**src/hw/rtl/tbac_pkg.sv**
```systemverilog
// ============================================================================
// tbac_pkg
// Shared types and constants of the thumb branch address converter: opcode
// prefixes, the record that travels from the front part to the back part,
// and the sizing of the queue between them.
// ============================================================================
package tbac_pkg;

    // field widths
    localparam int HW_W          = 16;
    localparam int FIELD_W       = 11;
    localparam int POSITION_BITS = 22;

    // halfword prefixes (top five bits)
    localparam logic [HW_W-1:0] PREFIX_MASK = 16'hf800;
    localparam logic [HW_W-1:0] PREFIX_HI   = 16'hf000;
    localparam logic [HW_W-1:0] PREFIX_BL   = 16'hf800;
    localparam logic [HW_W-1:0] PREFIX_BLX  = 16'he800;

    // queue between front and back
    localparam int QUEUE_DEPTH = 4;
    localparam int QUEUE_PTR_W = 2;
    localparam int QUEUE_CNT_W = 3;

    // what the back part has to emit for one record
    typedef enum logic [1:0] {
        REC_ONE,   // one beat: first_hw
        REC_TWO,   // two beats: first_hw, then second_hw, both unchanged
        REC_PAIR   // two beats: converted BL/BLX pair
    } rec_kind_t;

    typedef struct packed {
        rec_kind_t                kind;
        logic [HW_W-1:0]          first_hw;
        logic [HW_W-1:0]          second_hw;
        logic [POSITION_BITS-1:0] pos;      // position of second halfword of a pair
        logic                     last;     // stream ends with this record
    } rec_t;

endpackage

```
**src/hw/rtl/tbac_front.sv**
```systemverilog
// ============================================================================
// tbac_front
// Accepts halfwords, tracks the stream position and block slot, holds back a
// pair candidate and classifies each step into a record for the back part.
// ============================================================================
module tbac_front import tbac_pkg::*; #(
    parameter int BLOCK_HALFWORDS = 32
) (
    input  logic            clk,
    input  logic            rst_n,
    input  logic            in_valid,
    output logic            in_stall,
    input  logic [HW_W-1:0] halfword_in,
    input  logic            last_in,
    input  logic            queue_full,
    output logic            push,
    output rec_t            rec
);

    localparam int SLOT_W = (BLOCK_HALFWORDS > 1) ? $clog2(BLOCK_HALFWORDS) : 1;
    localparam logic [SLOT_W-1:0] LAST_SLOT = SLOT_W'(BLOCK_HALFWORDS - 1);
    localparam logic [POSITION_BITS-1:0] POS_MAX = '1;

    logic                     held_valid_reg, held_valid_next;
    logic [HW_W-1:0]          held_hw_reg, held_hw_next;
    logic [POSITION_BITS-1:0] pos_reg, pos_next;
    logic [SLOT_W-1:0]        slot_reg, slot_next;

    logic            accept;
    logic [HW_W-1:0] prefix;
    logic            is_link;
    logic            is_hi;
    logic            hold_now;

    // handshake
    assign in_stall = queue_full;
    assign accept   = in_valid & ~queue_full;

    // classify the incoming halfword
    assign prefix   = halfword_in & PREFIX_MASK;
    assign is_link  = (prefix == PREFIX_BL) || (prefix == PREFIX_BLX);
    assign is_hi    = (prefix == PREFIX_HI);
    assign hold_now = ~last_in & (slot_reg != LAST_SLOT) & is_hi;

    // build the record
    always_comb
    begin
        rec.kind      = REC_ONE;
        rec.first_hw  = halfword_in;
        rec.second_hw = halfword_in;
        rec.pos       = pos_reg;
        rec.last      = last_in;
        if (held_valid_reg)
        begin
            rec.first_hw = held_hw_reg;
            if (is_link)
            begin
                rec.kind = REC_PAIR;
            end
            else if (hold_now)
            begin
                rec.kind = REC_ONE;
                rec.last = 1'b0;
            end
            else
            begin
                rec.kind = REC_TWO;
            end
        end
        push = accept & (held_valid_reg | ~hold_now);
    end

    // next state
    always_comb
    begin
        held_valid_next = held_valid_reg;
        held_hw_next    = held_hw_reg;
        pos_next        = pos_reg;
        slot_next       = slot_reg;
        if (accept)
        begin
            held_valid_next = hold_now & ~(held_valid_reg & is_link);
            held_hw_next    = hold_now ? halfword_in : '0;
            if (last_in)
            begin
                pos_next  = '0;
                slot_next = '0;
            end
            else
            begin
                pos_next  = pos_reg + 1'b1;
                // slot follows pos mod block size, also across the position wrap
                if ((slot_reg == LAST_SLOT) || (pos_reg == POS_MAX))
                begin
                    slot_next = '0;
                end
                else
                begin
                    slot_next = slot_reg + 1'b1;
                end
            end
        end
    end

    // state registers
    always_ff @(posedge clk or negedge rst_n)
    begin
        if (!rst_n)
        begin
            held_valid_reg <= 1'b0;
            held_hw_reg    <= '0;
            pos_reg        <= '0;
            slot_reg       <= '0;
        end
        else
        begin
            held_valid_reg <= held_valid_next;
            held_hw_reg    <= held_hw_next;
            pos_reg        <= pos_next;
            slot_reg       <= slot_next;
        end
    end

endmodule

```
**src/hw/rtl/tbac_queue.sv**
```systemverilog
// ============================================================================
// tbac_queue
// Short record queue between the front and back parts, so that each side
// can stall on its own.
// ============================================================================
module tbac_queue import tbac_pkg::*; (
    input  logic clk,
    input  logic rst_n,
    input  logic push,
    input  rec_t push_rec,
    output logic full,
    input  logic pop,
    output logic head_valid,
    output rec_t head_rec
);

    rec_t                   entry_reg [QUEUE_DEPTH];
    logic [QUEUE_PTR_W-1:0] wr_ptr_reg, wr_ptr_next;
    logic [QUEUE_PTR_W-1:0] rd_ptr_reg, rd_ptr_next;
    logic [QUEUE_CNT_W-1:0] count_reg, count_next;

    logic do_push;
    logic do_pop;

    // status
    assign full       = (count_reg == QUEUE_CNT_W'(QUEUE_DEPTH));
    assign head_valid = (count_reg != '0);
    assign head_rec   = entry_reg[rd_ptr_reg];

    assign do_push = push & ~full;
    assign do_pop  = pop & head_valid;

    // pointer and count update
    always_comb
    begin
        wr_ptr_next = do_push ? wr_ptr_reg + 1'b1 : wr_ptr_reg;
        rd_ptr_next = do_pop ? rd_ptr_reg + 1'b1 : rd_ptr_reg;
        count_next  = count_reg;
        if (do_push && !do_pop)
        begin
            count_next = count_reg + 1'b1;
        end
        else if (do_pop && !do_push)
        begin
            count_next = count_reg - 1'b1;
        end
    end

    always_ff @(posedge clk or negedge rst_n)
    begin
        if (!rst_n)
        begin
            wr_ptr_reg <= '0;
            rd_ptr_reg <= '0;
            count_reg  <= '0;
        end
        else
        begin
            wr_ptr_reg <= wr_ptr_next;
            rd_ptr_reg <= rd_ptr_next;
            count_reg  <= count_next;
        end
    end

    // storage
    always_ff @(posedge clk)
    begin
        if (do_push)
        begin
            entry_reg[wr_ptr_reg] <= push_rec;
        end
    end

endmodule

```
**src/hw/rtl/tbac_back.sv**
```systemverilog
// ============================================================================
// tbac_back
// Takes records from the queue, applies the branch offset conversion and
// emits, unless stalled, one output beat per cycle through an output register.
// ============================================================================
module tbac_back import tbac_pkg::*; (
    input  logic            clk,
    input  logic            rst_n,
    input  logic            head_valid,
    input  rec_t            head_rec,
    output logic            pop,
    output logic            out_valid,
    input  logic            out_stall,
    output logic [HW_W-1:0] halfword_out,
    output logic            converted,
    output logic            last_out
);

    localparam int V_W = 2 * FIELD_W;

    logic            out_valid_reg;
    logic            sel_reg, sel_next;
    logic [HW_W-1:0] hw_reg;
    logic            conv_reg;
    logic            last_reg;

    logic            load;
    logic [V_W-1:0]  target;
    logic [HW_W-1:0] beat_hw;
    logic            beat_conv;
    logic            beat_last;
    logic            beat_final;

    // output register frees up when empty or taken
    assign load = ~out_valid_reg | ~out_stall;

    // converted offset: hi11:lo11 plus position of the second halfword
    assign target = {head_rec.first_hw[FIELD_W-1:0], head_rec.second_hw[FIELD_W-1:0]}
                  + V_W'(head_rec.pos);

    // select the beat for the current sub-step of the record
    always_comb
    begin
        beat_hw    = head_rec.first_hw;
        beat_conv  = 1'b0;
        beat_last  = 1'b0;
        beat_final = 1'b1;
        case (head_rec.kind)
            REC_ONE:
            begin
                beat_last = head_rec.last;
            end
            REC_TWO:
            begin
                beat_final = sel_reg;
                if (sel_reg)
                begin
                    beat_hw   = head_rec.second_hw;
                    beat_last = head_rec.last;
                end
            end
            REC_PAIR:
            begin
                beat_conv  = 1'b1;
                beat_final = sel_reg;
                if (sel_reg)
                begin
                    beat_hw   = (head_rec.second_hw & PREFIX_MASK)
                              | HW_W'(target[FIELD_W-1:0]);
                    beat_last = head_rec.last;
                end
                else
                begin
                    beat_hw = PREFIX_HI | HW_W'(target[V_W-1:FIELD_W]);
                end
            end
            default:
            begin
                beat_last = head_rec.last;
            end
        endcase
    end

    assign pop = head_valid & load & beat_final;

    always_comb
    begin
        sel_next = sel_reg;
        if (head_valid && load)
        begin
            sel_next = ~beat_final;
        end
    end

    // control
    always_ff @(posedge clk or negedge rst_n)
    begin
        if (!rst_n)
        begin
            out_valid_reg <= 1'b0;
            sel_reg       <= 1'b0;
        end
        else
        begin
            sel_reg <= sel_next;
            if (load)
            begin
                out_valid_reg <= head_valid;
            end
        end
    end

    // output beat payload
    always_ff @(posedge clk)
    begin
        if (load && head_valid)
        begin
            hw_reg   <= beat_hw;
            conv_reg <= beat_conv;
            last_reg <= beat_last;
        end
    end

    assign out_valid    = out_valid_reg;
    assign halfword_out = hw_reg;
    assign converted    = conv_reg;
    assign last_out     = last_reg;

endmodule

```
**src/hw/rtl/thumb_branch_address_converter.sv**
```systemverilog
// ============================================================================
// thumb_branch_address_converter
// Streaming Thumb BL/BLX address converter over 16-bit halfwords.
// ============================================================================
// Accepts one halfword per cycle unless the record queue is full, emits one
// per cycle on average unless the output stalls; every input halfword leaves
// exactly once, in stream order. A pair candidate (prefix 11110) not marked
// last and not in the block's last slot produces no beat when it arrives; it
// leaves once the next halfword is accepted, followed by that halfword unless
// that one is held back in turn. Records wait in a four-entry queue; the front
// stalls only when it is full, and each beat then passes the output register.
// Position counter and block slot return to zero after a halfword marked last.
module thumb_branch_address_converter import tbac_pkg::*; #(
    parameter int BLOCK_HALFWORDS = 32
) (
    input  logic            clk,
    input  logic            rst_n,
    input  logic            in_valid,
    output logic            in_stall,
    input  logic [HW_W-1:0] halfword_in,
    input  logic            last_in,
    output logic            out_valid,
    input  logic            out_stall,
    output logic [HW_W-1:0] halfword_out,
    output logic            converted,
    output logic            last_out
);

    logic push;
    rec_t push_rec;
    logic queue_full;
    logic pop;
    logic head_valid;
    rec_t head_rec;

    // front: accept and classify
    tbac_front #(
        .BLOCK_HALFWORDS (BLOCK_HALFWORDS)
    ) u_front (
        .clk         (clk),
        .rst_n       (rst_n),
        .in_valid    (in_valid),
        .in_stall    (in_stall),
        .halfword_in (halfword_in),
        .last_in     (last_in),
        .queue_full  (queue_full),
        .push        (push),
        .rec         (push_rec)
    );

    // record queue
    tbac_queue u_queue (
        .clk        (clk),
        .rst_n      (rst_n),
        .push       (push),
        .push_rec   (push_rec),
        .full       (queue_full),
        .pop        (pop),
        .head_valid (head_valid),
        .head_rec   (head_rec)
    );

    // back: convert and emit
    tbac_back u_back (
        .clk          (clk),
        .rst_n        (rst_n),
        .head_valid   (head_valid),
        .head_rec     (head_rec),
        .pop          (pop),
        .out_valid    (out_valid),
        .out_stall    (out_stall),
        .halfword_out (halfword_out),
        .converted    (converted),
        .last_out     (last_out)
    );

endmodule
```
**config.mk**
```make
export PLATFORM = sky130hd
export DESIGN_NAME = thumb_branch_address_converter
export DESIGN_NICKNAME = d
export VERILOG_FILES = /design/src/hw/rtl/tbac_pkg.sv /design/src/hw/rtl/tbac_front.sv /design/src/hw/rtl/tbac_queue.sv /design/src/hw/rtl/tbac_back.sv /design/src/hw/rtl/thumb_branch_address_converter.sv
export SDC_FILE = /design/constraint.sdc
export NUM_CORES = 1
export LEC_CHECK = 0
export BUFFER_PORTS_ARGS = -buffer_cell sky130_fd_sc_hd__buf_4
export CAP_MARGIN = 40
export CORE_MARGIN = 10
export CORE_UTILIZATION = 34
export CTS_BUF_LIST = sky130_fd_sc_hd__clkbuf_4
export DETAILED_ROUTE_END_ITERATION = 10
export SETUP_SLACK_MARGIN = 0.1
export SYNTH_ARGS = -nofsm -noshare
export SYNTH_HDL_FRONTEND = slang
export SYNTH_SLANG_ARGS = --single-unit
```
**constraint.sdc**
```tcl
create_clock -name clk -period 7.69 [get_ports clk]
set_input_delay 1.1535 -clock clk [delete_from_list [all_inputs] [get_ports clk]]
set_output_delay 1.1535 -clock clk [all_outputs]
set_load 0.01 [all_outputs]
```
==> impl_results.md, run 1 <==
- CP startpoint kind: flip-flop
- Final-report setup violation count: 0
- Dpl cells: between 1k and 1.5k
- Most frequent cells in the layout: 246 x edfxtp_1, 123 x clkbuf_4, 57 x mux4_2, 51 x buf_4, 51 x dfrtp_1
- Clock-pin slew on the worst setup and hold paths: 60 ps
- GRT Util Overall: between 10% and 20%
- Crit path DAT: 4850 ps
- Vias in the first global route: roughly 7.7k
- Fill cells: 3469
- Reg2reg start: u_queue.rd_ptr_reg[0]
- Final antenna-violating net count: 0
- Final std cells w/o fill: 1472
- Post-Synth Adder-Cell Area: 3.28%
- Pre-CTS WS: between 3000 and 4000 ps
- Placed Area: around 14000 sq um
- First-pass GRT wire length: around 46 mm
- DR WL/cell: 20.3 um
- Worst slew margin: between 40% and 50%
- Simple-gate share of the synthesized area: under 10%
- Pwr/cell area: roughly 450 nW/um^2
- Post-synthesis compound-gate area fraction: 7.90%
- Reg-to-reg endpoint: u_back.halfword_out[8]
- Syn nets: roughly 860
- Initial Util: approximately 35%
- Synthesis-stage register bit count: around 300
- Core area: between 30000 and 40000 sq um
- HP Class: flip-flop to flip-flop
- Clock latency reported for the late side of the worst-skew pair: 700 ps
- Max Buffers Root-to-Sink: 3
- Via/cell ratio: between 5 and 6
- Leakage: around 5.3 nW
- Ys flop type: edfxtp_1
- Mux cell area share after synthesis: 11.6%
- CTS tree: yes
- RSZ-0062 raised after global routing: false
- Synth warn: 0
- Largest net degree at the start of global routing: 54
- Clock sinks: ~300
- Main combinational cell family by area after synthesis: multiplexers
- Final instance area: approximately 15000 sq um
- Nets: 957
- Post_cts resized: 0
- CP endpoint: u_back.halfword_out[8]
- Synth Cell Area: approximately 13000 sq um
- Peak VDD IR: 185 uV
- TritonRoute pass-1 iters: 5
- Fin. Hold Viols: 0
- Reg2Reg Depth: 10
- Most common cell after layout, fill and taps aside: edfxtp_1
- GRT overflow: 0
- Die Y: about 220 um
- Element type at the critical path end: flip-flop
- Gp weighted congestion: slightly below 0.9
- EDFF count, synth: 246
- Setup TNS: 0 ps
- Max Clk Rate: between 200 and 250 MHz
- Max reg flops: roughly 230
- Final setup margin: about 3400 ps
- DR iter-0 viols: ~600
- Period utilization: a little under three fifths
- Area Overhead vs Synth: 14.3%
- Hold Buf Count CTS: 0
- Worst-Margin Slew: roughly 840 ps
- Total wire length: a little under 30 mm
- Syn Area/Cell: 16.1 sq um
- Hold path start: u_front.held_hw_reg[15]
- I/O pins: 41
- Total chip power: slightly below 7 mW
- Initial antenna violation count: 2
- Ys async rst share: between 15 and 20%
- Critical Path RT: 8200 ps
- Dpl hpwl: between 15 and 20 mm
- Die X: between 200 and 250 um
- Status: finished clean
- CTS H-tree depth: 3
- I/O Buffers: 40
- DRC: 0
- Share of the yosys chip area belonging to registers: 66.9%
- CTS root buffer: clkbuf_4
- Layout cells sized above 1: about 28%
- Period minus WS final: between 4000 and 5000 ps
- CP max FO: 30
- Max-cap viol count: 0
- Clk_skew: 50.0 ps
- Worst Path Class, Setup: flip-flop to flip-flop
- CTS buffer count: 76
- R2R setup slack: roughly 3400 ps
- Die footprint: ~47000 sq um
- Vias: ~7.6k
- Max-slew violation count: 0
- Row Count: 71
- Cells after Synth: a little over 800
- Post-CTS setup buffer count: 0
- Synth cell types: roughly 70
- Critical Path Start: u_queue.rd_ptr_reg[0]
- Post-Synth XOR/XNOR Area: under 10%
==> metrics by stage <==
stage          hold WS (ps)  utilization, %
3_5_place_dp            462            36.8
5_1_grt                 489            39.4
2_1_floorplan           440               -
4_1_cts                 474            39.4
6_report                475            39.4
3_3_place_gp            453            36.8
==> where the power goes <==
group / internal (mW) / total (mW) / switching (mW)
clock network: 0.753 / 1.37 / 0.618
registers: 2.21 / 2.40 / 0.197
logic: 1.22 / 2.96 / 1.74
==> layout make-up <==
cell class	instances	area (sq um)	area share, %
Clock inverter	11	72.6	0.488
Timing Repair Buffer	51	383	2.57
Inverter	19	71.3	0.479
Tap cell	511	639	4.30
Clock buffer	123	923	6.20
Antenna cell	2	5.00	0.0336
Sequential cell	299	8720	58.6
Multi-Input combinational cell	456	4070	27.4
==> cells by family after synthesis <==
kind of cell | after synthesis
AOI/OAI and AO/OA | 153
xor gates and xnor gates | 36
adders and majority gates | 33
buffers and inverters | 53
DFF | 299
muxes | 77
and+or+nand+nor | 157
==> worst min path at each step <==
stage	to	cells past startpoint
finish	u_front.held_hw_reg[15]	1
global route	u_front.held_hw_reg[12]	1
CTS	u_front.held_hw_reg[13]	1
detailed placement	u_front.held_hw_reg[15]	1
global placement	u_front.held_hw_reg[15]	1
floorplan	u_front.slot_reg[3]	1
==> worst max-delay path: stages (launching register included) <==
cell and delay [ps]:
dfrtp_4 860, buf_4 620, mux4_2 590, ha_1 380, a21o_1 190, a21oi_2 180
a211oi_2 120, a211oi_4 320, a31oi_2 160, or4b_1 520, a31oi_1 170
==> cell usage after synthesis, drive strengths merged, types with 16 or more instances <==
| cell type | number | area, sq um |
|---|---|---|
| nand3 | 17 | 85.1 |
| buf | 16 | 90.1 |
| mux4 | 57 | 1280 |
| nor2 | 40 | 150 |
| mux2 | 17 | 191 |
| o21ai | 33 | 165 |
| inv | 19 | 71.3 |
| xnor2 | 20 | 175 |
| clkbuf | 18 | 87.6 |
| ha | 31 | 388 |
| xor2 | 16 | 140 |
| a21oi | 38 | 194 |
| edfxtp | 246 | 7390 |
| nand2 | 37 | 139 |
| dfrtp | 53 | 1330 |
==> layer usage <==
layer	global-route usage, %	wire [um]
met4	4.58	578
met3	3.59	2250
met2	19.4	13800
met5	0	0
met1	17.1	13200
Power figures use the tool's default switching activity.
==> run 2: changes to the inputs <==
==> constraint.sdc (replaced) <==
create_clock -name clk -period 4 [get_ports clk]
set_input_delay 0.6 -clock clk [delete_from_list [all_inputs] [get_ports clk]]
set_output_delay 0.6 -clock clk [all_outputs]
set_load 0.01 [all_outputs]
==> run 2 against run 1 <==
  * Worst hold slack got worse by 390 ps
  * Total power rose by 99%
  * Sequential power rose by 87%
  * Sequential share of layout area fell by 1.2 points
  * Non-clock buffer count rose by 16
  * Critical endpoint unchanged
  * Largest cell class unchanged
  * Largest power group unchanged
==> impl_results.md, run 2 (synthesis gave the netlist of run 1 again) <==
- Core area: 37800 sq um (unchanged)
- Gp weighted congestion: 0.858 (was 0.872)
- First-pass GRT wire length: 47.5 mm (was 46.3 mm)
- RSZ-0062 raised after global routing: false (unchanged)
- Period utilization: 89.0% (was 56.4%)
- Worst Path Buf+Inv: 1 (unchanged)
- Max reg flops: 228 (unchanged)
- Critical Path, Cell by Cell: buf_12 -> mux4_2 -> ha_1 -> a21oi_1 -> o21ai_0 -> o2bb2ai_1 -> a211oi_4 -> a31oi_2 -> or4b_1 -> a31oi_1 (was buf_4 -> mux4_2 -> ha_1 -> a21o_1 -> a21oi_2 -> a211oi_2 -> a211oi_4 -> a31oi_2 -> or4b_1 -> a31oi_1)
- Final antenna-violating net count: 0 (unchanged)
- Element type at the critical path end: flip-flop (unchanged)
- Row Count: 71 (unchanged)
- Register area: 8720 sq um (unchanged)
- Reg2Reg Depth: 10 (unchanged)
- Area Overhead vs Synth: 16.7% (was 14.3%)
- Dpl hpwl: 19.8 mm (was 19.1 mm)
- Period minus WS final: 3560 ps (was 4340 ps)
- Die Y: 216 um (unchanged)
- Peak VDD IR: 326 uV (was 185 uV)
- R2R setup slack: 440 ps (was 3350 ps)
- Critical Path RT: 4590 ps (was 8200 ps)
- I/O pins: 41 (unchanged)
- Area of the multi-input gates: 4070 sq um (unchanged)
- TritonRoute pass-1 iters: 5 (unchanged)
- Post-CTS setup buffer count: 0 (unchanged)
- Setup TNS: 0 ps (unchanged)
- Vias: 7703 (was 7614)
- Layout cells sized above 1: 29.6% (was 28.4%)
- Clock latency reported for the late side of the worst-skew pair: 760 ps (was 700 ps)
- Status: finished clean (unchanged)
- GRT overflow: 0 (unchanged)
- CTS root buffer: clkbuf_4 (unchanged)
- CP startpoint kind: flip-flop (unchanged)
- Initial antenna violation count: 1 (was 2)
- Reg-to-reg endpoint: u_back.halfword_out[8] (unchanged)
- Worst Path Class, Setup: flip-flop to flip-flop (unchanged)
- Clk_skew: 74.1 ps (was 50.0 ps)
- Leakage: 5.42 nW (was 5.26 nW)
- Total chip power: 13.4 mW (was 6.74 mW)
- Vias in the first global route: 8040 (was 7652)
- Fin. Hold Viols: 0 (unchanged)
- Hold Path Depth: 1 (unchanged)
- CP max FO: 17 (was 30)
- Die footprint: 46500 sq um (unchanged)
- DR WL/cell: 20.3 um (about the same)
- Total wire length: 30.5 mm (was 29.8 mm)
- I/O Buffers: 40 (unchanged)
- Clock sinks: 299 (unchanged)
- Pwr/cell area: 881 nW/um^2 (was 453 nW/um^2)
- Nets: 978 (was 957)
- Max Buffers Root-to-Sink: 3 (unchanged)
- Worst-Margin Slew: 823 ps (was 836 ps)
- Crit path DAT: 4150 ps (was 4850 ps)
- CTS H-tree depth: 3 (unchanged)
- Max-cap viol count: 0 (unchanged)
- Max Clk Rate: 281 MHz (was 231 MHz)
- Die X: 216 um (unchanged)
- Most frequent cells in the layout: 246 x edfxtp_1, 124 x clkbuf_4, 60 x buf_4, 57 x mux4_2, 51 x dfrtp_1 (was 246 x edfxtp_1, 123 x clkbuf_4, 57 x mux4_2, 51 x buf_4, 51 x dfrtp_1)
- CTS tree: yes (unchanged)
- Clock-pin slew on the worst setup and hold paths: 60 ps (about the same)
- Most common cell after layout, fill and taps aside: edfxtp_1 (unchanged)
- WHS Endpoint: u_queue.entry_reg[0][31] (was u_front.held_hw_reg[15])
- Worst path top cell family by delay: compound AO/OA/AOI/OAI gates (unchanged)
- DRC: 0 (unchanged)
- Initial Util: 34.5% (unchanged)
- CP max-delay cell: dfrtp_4 (unchanged)
- Final-report setup violation count: 0 (unchanged)
- Worst slew margin: 45.1% (was 44.2%)
- Via/cell ratio: 5.14 (was 5.17)
- Max-slew violation count: 0 (unchanged)
- HP Class: primary input to flip-flop (was flip-flop to flip-flop)
- Reg2reg start: u_queue.rd_ptr_reg[0] (unchanged)
- Largest net degree at the start of global routing: 58 (was 54)
- DR iter-0 viols: 512 (was 599)
- Fill cells: 3462 (was 3469)
- Crit path largest cell delay: 600 ps (was 860 ps)
- CTS buffer count: 81 (was 76)
- Hold path start: halfword_in[8] (was u_front.held_hw_reg[15])
- GRT Util Overall: 13.2% (was 12.8%)
## run 2: stage by stage
stage,utilization (%),hold slack [ps],area (sq um),cells,setup slack [ps]
global route,40.3,48.2,15200,1500,160
finish,40.3,87.1,15200,1500,439
detailed placement,37.3,461,14100,1351,405
global placement,37.1,454,14000,1348,431
CTS,40.3,14.7,15200,1499,437
floorplan,-,304,13000,808,115
## run 2: layout make-up
type                            instances  area share, %
Clock buffer                          124           6.12
Inverter                               19          0.469
Sequential cell                       299           57.3
Multi-Input combinational cell        456           26.8
Antenna cell                            1         0.0165
Tap cell                              511           4.21
Clock inverter                         23           1.14
Timing Repair Buffer                   67           3.92
## run 2: report_power, final
part           leakage, nW  switching (mW)  internal [mW]
registers             2.92           0.249           4.24
clock network        0.655            1.24           1.61
logic                 1.84            3.53           2.52
## run 2: worst max path at each step
stage / slack (ps) / end / from / depth (start not counted)
2_1_floorplan: 120 / u_back.halfword_out[8] / u_queue.rd_ptr_reg[0] / 14
3_3_place_gp: 430 / u_back.halfword_out[8] / u_queue.rd_ptr_reg[0] / 10
3_5_place_dp: 410 / u_back.halfword_out[8] / u_queue.rd_ptr_reg[0] / 10
4_1_cts: 440 / u_back.halfword_out[8] / u_queue.rd_ptr_reg[0] / 10
5_1_grt: 160 / u_back.halfword_out[8] / u_queue.rd_ptr_reg[0] / 10
6_report: 440 / u_back.halfword_out[8] / u_queue.rd_ptr_reg[0] / 10
## run 2: per-layer routing
layer  part of all wire, %  vias up  GRT usage, %
li1                      -     3514             -
met1                    44     3887          17.3
met2                    47      261          20.3
met3                   6.7       41          3.57
met4                   2.2        0          5.66
met5                     0        -             0
## run 2: repair_timing
item,CTS,global route
hold endpoints to repair,53,0
resized for setup,0,0
hold buffers,1,0
setup endpoints to repair,0,0
## run 2: worst reg2reg max path: cells and delay by family (launching register included)
family | cells | cell delay [ps]
compound gates | 6 | 1200
buf+inv | 1 | 230
flops | 1 | 600
simple gates | 1 | 510
fa+ha+maj | 1 | 360
mux | 1 | 540
==> run 3: changes to the inputs <==
==> constraint.sdc (replaced) <==
create_clock -name clk -period 2.9 [get_ports clk]
set_input_delay 0.435 -clock clk [delete_from_list [all_inputs] [get_ports clk]]
set_output_delay 0.435 -clock clk [all_outputs]
set_load 0.01 [all_outputs]
==> run 3 against run 2 <==
  * The run now ends with negative setup slack left
  * Total power grew 69%
  * Cell count grew 9.7%
  * Register-to-register slack lost 750 ps
  * Sequential power grew 38%
  * Via count grew 5.9%
  * First-iteration DRC count grew 3.5%
  * Sequential share of layout area shrank 6.0 points
  * Largest cell class unchanged
  * Largest power group unchanged
==> impl_results.md, run 3 (synthesis gave the netlist of run 1 again) <==
- Status: finished, violations left (was finished clean)
- CP startpoint kind: flip-flop (unchanged)
- Nets: 1124 (was 978)
- First-pass GRT wire length: 49.1 mm (was 47.5 mm)
- Vias: 8158 (was 7703)
- Worst-Margin Slew: 787 ps (was 823 ps)
- CP max FO: 8 (was 17)
- Max-slew violation count: 0 (unchanged)
- Most common cell after layout, fill and taps aside: edfxtp_1 (unchanged)
- Gp weighted congestion: 0.874 (was 0.858)
- Critical Path Start: u_queue.rd_ptr_reg[0] (unchanged)
- R2R setup slack: -310 ps (was 440 ps)
- Element type at the critical path end: flip-flop (unchanged)
- CTS buffer count: 78 (was 81)
- CTS tree: yes (unchanged)
- Die X: 216 um (unchanged)
- DR WL/cell: 19.1 um (was 20.3 um)
- Die footprint: 46500 sq um (unchanged)
- Reg2reg start: u_queue.rd_ptr_reg[0] (unchanged)
- Reg2Reg Depth: 12 (was 10)
- RSZ-0062 raised after global routing: true (was false)
- Largest net degree at the start of global routing: 54 (was 58)
- Fin. Hold Viols: 0 (unchanged)
- Final-report setup violation count: 12 (was 0)
- Clk_skew: 42.1 ps (was 74.1 ps)
- Period minus WS final: 3210 ps (was 3560 ps)
- HP Class: primary input to flip-flop (unchanged)
- Vias in the first global route: 8447 (was 8040)
- Clock-pin slew on the worst setup and hold paths: 70 ps (was 60 ps)
- Core area: 37800 sq um (unchanged)
- CTS H-tree depth: 3 (unchanged)
- Max reg flops: 228 (unchanged)
- Setup TNS: -2300 ps (was 0 ps)
- Row Count: 71 (unchanged)
- CP endpoint: u_back.halfword_out[8] (unchanged)
- I/O pins: 41 (unchanged)
- Reg-to-reg endpoint: u_back.halfword_out[8] (unchanged)
- Pwr/cell area: 1330 nW/um^2 (was 881 nW/um^2)
- Initial Util: 34.5% (unchanged)
- GRT overflow: 0 (unchanged)
- Max-cap viol count: 0 (unchanged)
- Violated checks: negative setup slack
- Area Overhead vs Synth: 30.3% (was 16.7%)
- Total wire length: 31.4 mm (was 30.5 mm)
- Peak VDD IR: 605 uV (was 326 uV)
- DRC: 0 (unchanged)
- Fill cells: 3372 (was 3462)
- Initial antenna violation count: 1 (unchanged)
- Period utilization: 111% (was 89.0%)
- Die Y: 216 um (unchanged)
- Most frequent cells in the layout: 246 x edfxtp_1, 181 x buf_4, 130 x clkbuf_4, 57 x mux4_2, 51 x dfrtp_1 (was 246 x edfxtp_1, 124 x clkbuf_4, 60 x buf_4, 57 x mux4_2, 51 x dfrtp_1)
- GRT Util Overall: 13.5% (was 13.2%)
- I/O Buffers: 40 (unchanged)
- Clock latency reported for the late side of the worst-skew pair: 700 ps (was 760 ps)
- Max Clk Rate: 312 MHz (was 281 MHz)
- Layout cells sized above 1: 43.7% (was 29.6%)
- Worst slew margin: 47.5% (was 45.1%)
- Post-layout util: 44.9% (was 40.3%)
- Clock sinks: 299 (unchanged)
- Final setup margin: -310 ps (was 439 ps)
- Leakage: 6.23 nW (was 5.42 nW)
- DR iter-0 viols: 530 (was 512)
- Max Buffers Root-to-Sink: 3 (unchanged)
- Via/cell ratio: 4.96 (was 5.14)
- Critical Path RT: 3430 ps (was 4590 ps)
- CTS root buffer: clkbuf_4 (unchanged)
- Dpl hpwl: 21.5 mm (was 19.8 mm)
- Final antenna-violating net count: 0 (unchanged)
- Crit path DAT: 3740 ps (was 4150 ps)
- TritonRoute pass-1 iters: 5 (unchanged)
- Worst Path Class, Setup: flip-flop to flip-flop (unchanged)
[run 3: changes by cell type in the layout (fill, tap and decap cells not counted), moves of 5 or more]
cell           change
buf_12            +10
o21ai_2            +5
a21oi_2            +9
dlygate4sd3_1     +17
a21oi_1           -10
clkbuf_4           +6
clkinv_1           -6
ha_4              +16
buf_4            +121
ha_1              -17
[run 3: worst max-delay path, stage by stage (launching register included)]
cell and delay (ps):
dfrtp_4 510, buf_12 160, buf_12 140, buf_4 130
mux4_2 460, ha_4 260, nand2_2 80, nor2_2 70
o2bb2ai_2 130, a211oi_4 310, a31oi_2 140, or4b_1 490
a31oi_1 160
[run 3: area by class of cell]
type / count / area, sq um / area share [%]
inverters: 19 / 75.1 / 0.442
flip-flops and latches: 299 / 8720 / 51.4
multi-input cells: 456 / 4560 / 26.9
repair buffers: 216 / 1850 / 10.9
well taps: 511 / 639 / 3.77
clock inverters: 14 / 140 / 0.826
diodes: 1 / 2.50 / 0.0147
clock buffers: 130 / 976 / 5.75
[run 3: where the power goes]
group	internal [mW]	total, mW	switching (mW)
Sequential	5.85	6.20	0.352
Combinational	6.29	12.5	6.16
Clock	2.29	3.95	1.66
[run 3: how the worst min path moves through the flow]
stage,slack (ps),end,startpoint,cells past startpoint
6_report,130,u_queue.entry_reg[0][0],last_in,2
5_1_grt,100,u_queue.entry_reg[0][0],last_in,2
4_1_cts,70,u_queue.entry_reg[0][0],last_in,2
3_5_place_dp,460,u_front.held_hw_reg[15],u_front.held_hw_reg[15],1
3_3_place_gp,450,u_front.held_hw_reg[14],u_front.held_hw_reg[14],1
2_1_floorplan,140,u_back.out_valid,rst_n,0
[run 3: metal layers]
layer / up-vias / GRT usage [%] / part of all wire, %
li1: 3800 / - / -
met5: - / 0 / 0
met2: 232 / 21.5 / 48
met1: 4087 / 17.5 / 44
met4: 0 / 4.83 / 1.9
met3: 39 / 3.48 / 5.5
[run 3: stage by stage]
step | instances | power (mW) | setup slack (ps) | hold WS (ps) | cell area [sq um]
floorplan | 808 | 12.6 | -544 | 139 | 13200
global placement | 1462 | 17.0 | -340 | 454 | 15100
detailed placement | 1464 | 17.1 | -361 | 464 | 15100
CTS | 1638 | 22.0 | -356 | 73.7 | 16700
global route | 1646 | 24.1 | -425 | 99.1 | 17000
finish | 1646 | 22.6 | -310 | 130 | 17000
[run 3: what timing repair did]
item | CTS | global route
gates resized for setup | 32 | 33
hold buffers | 18 | 0
setup buffers | 12 | 8
hold endpoints to repair | 129 | 0
pin swaps | 22 | 24
setup endpoints to repair | 14 | 28
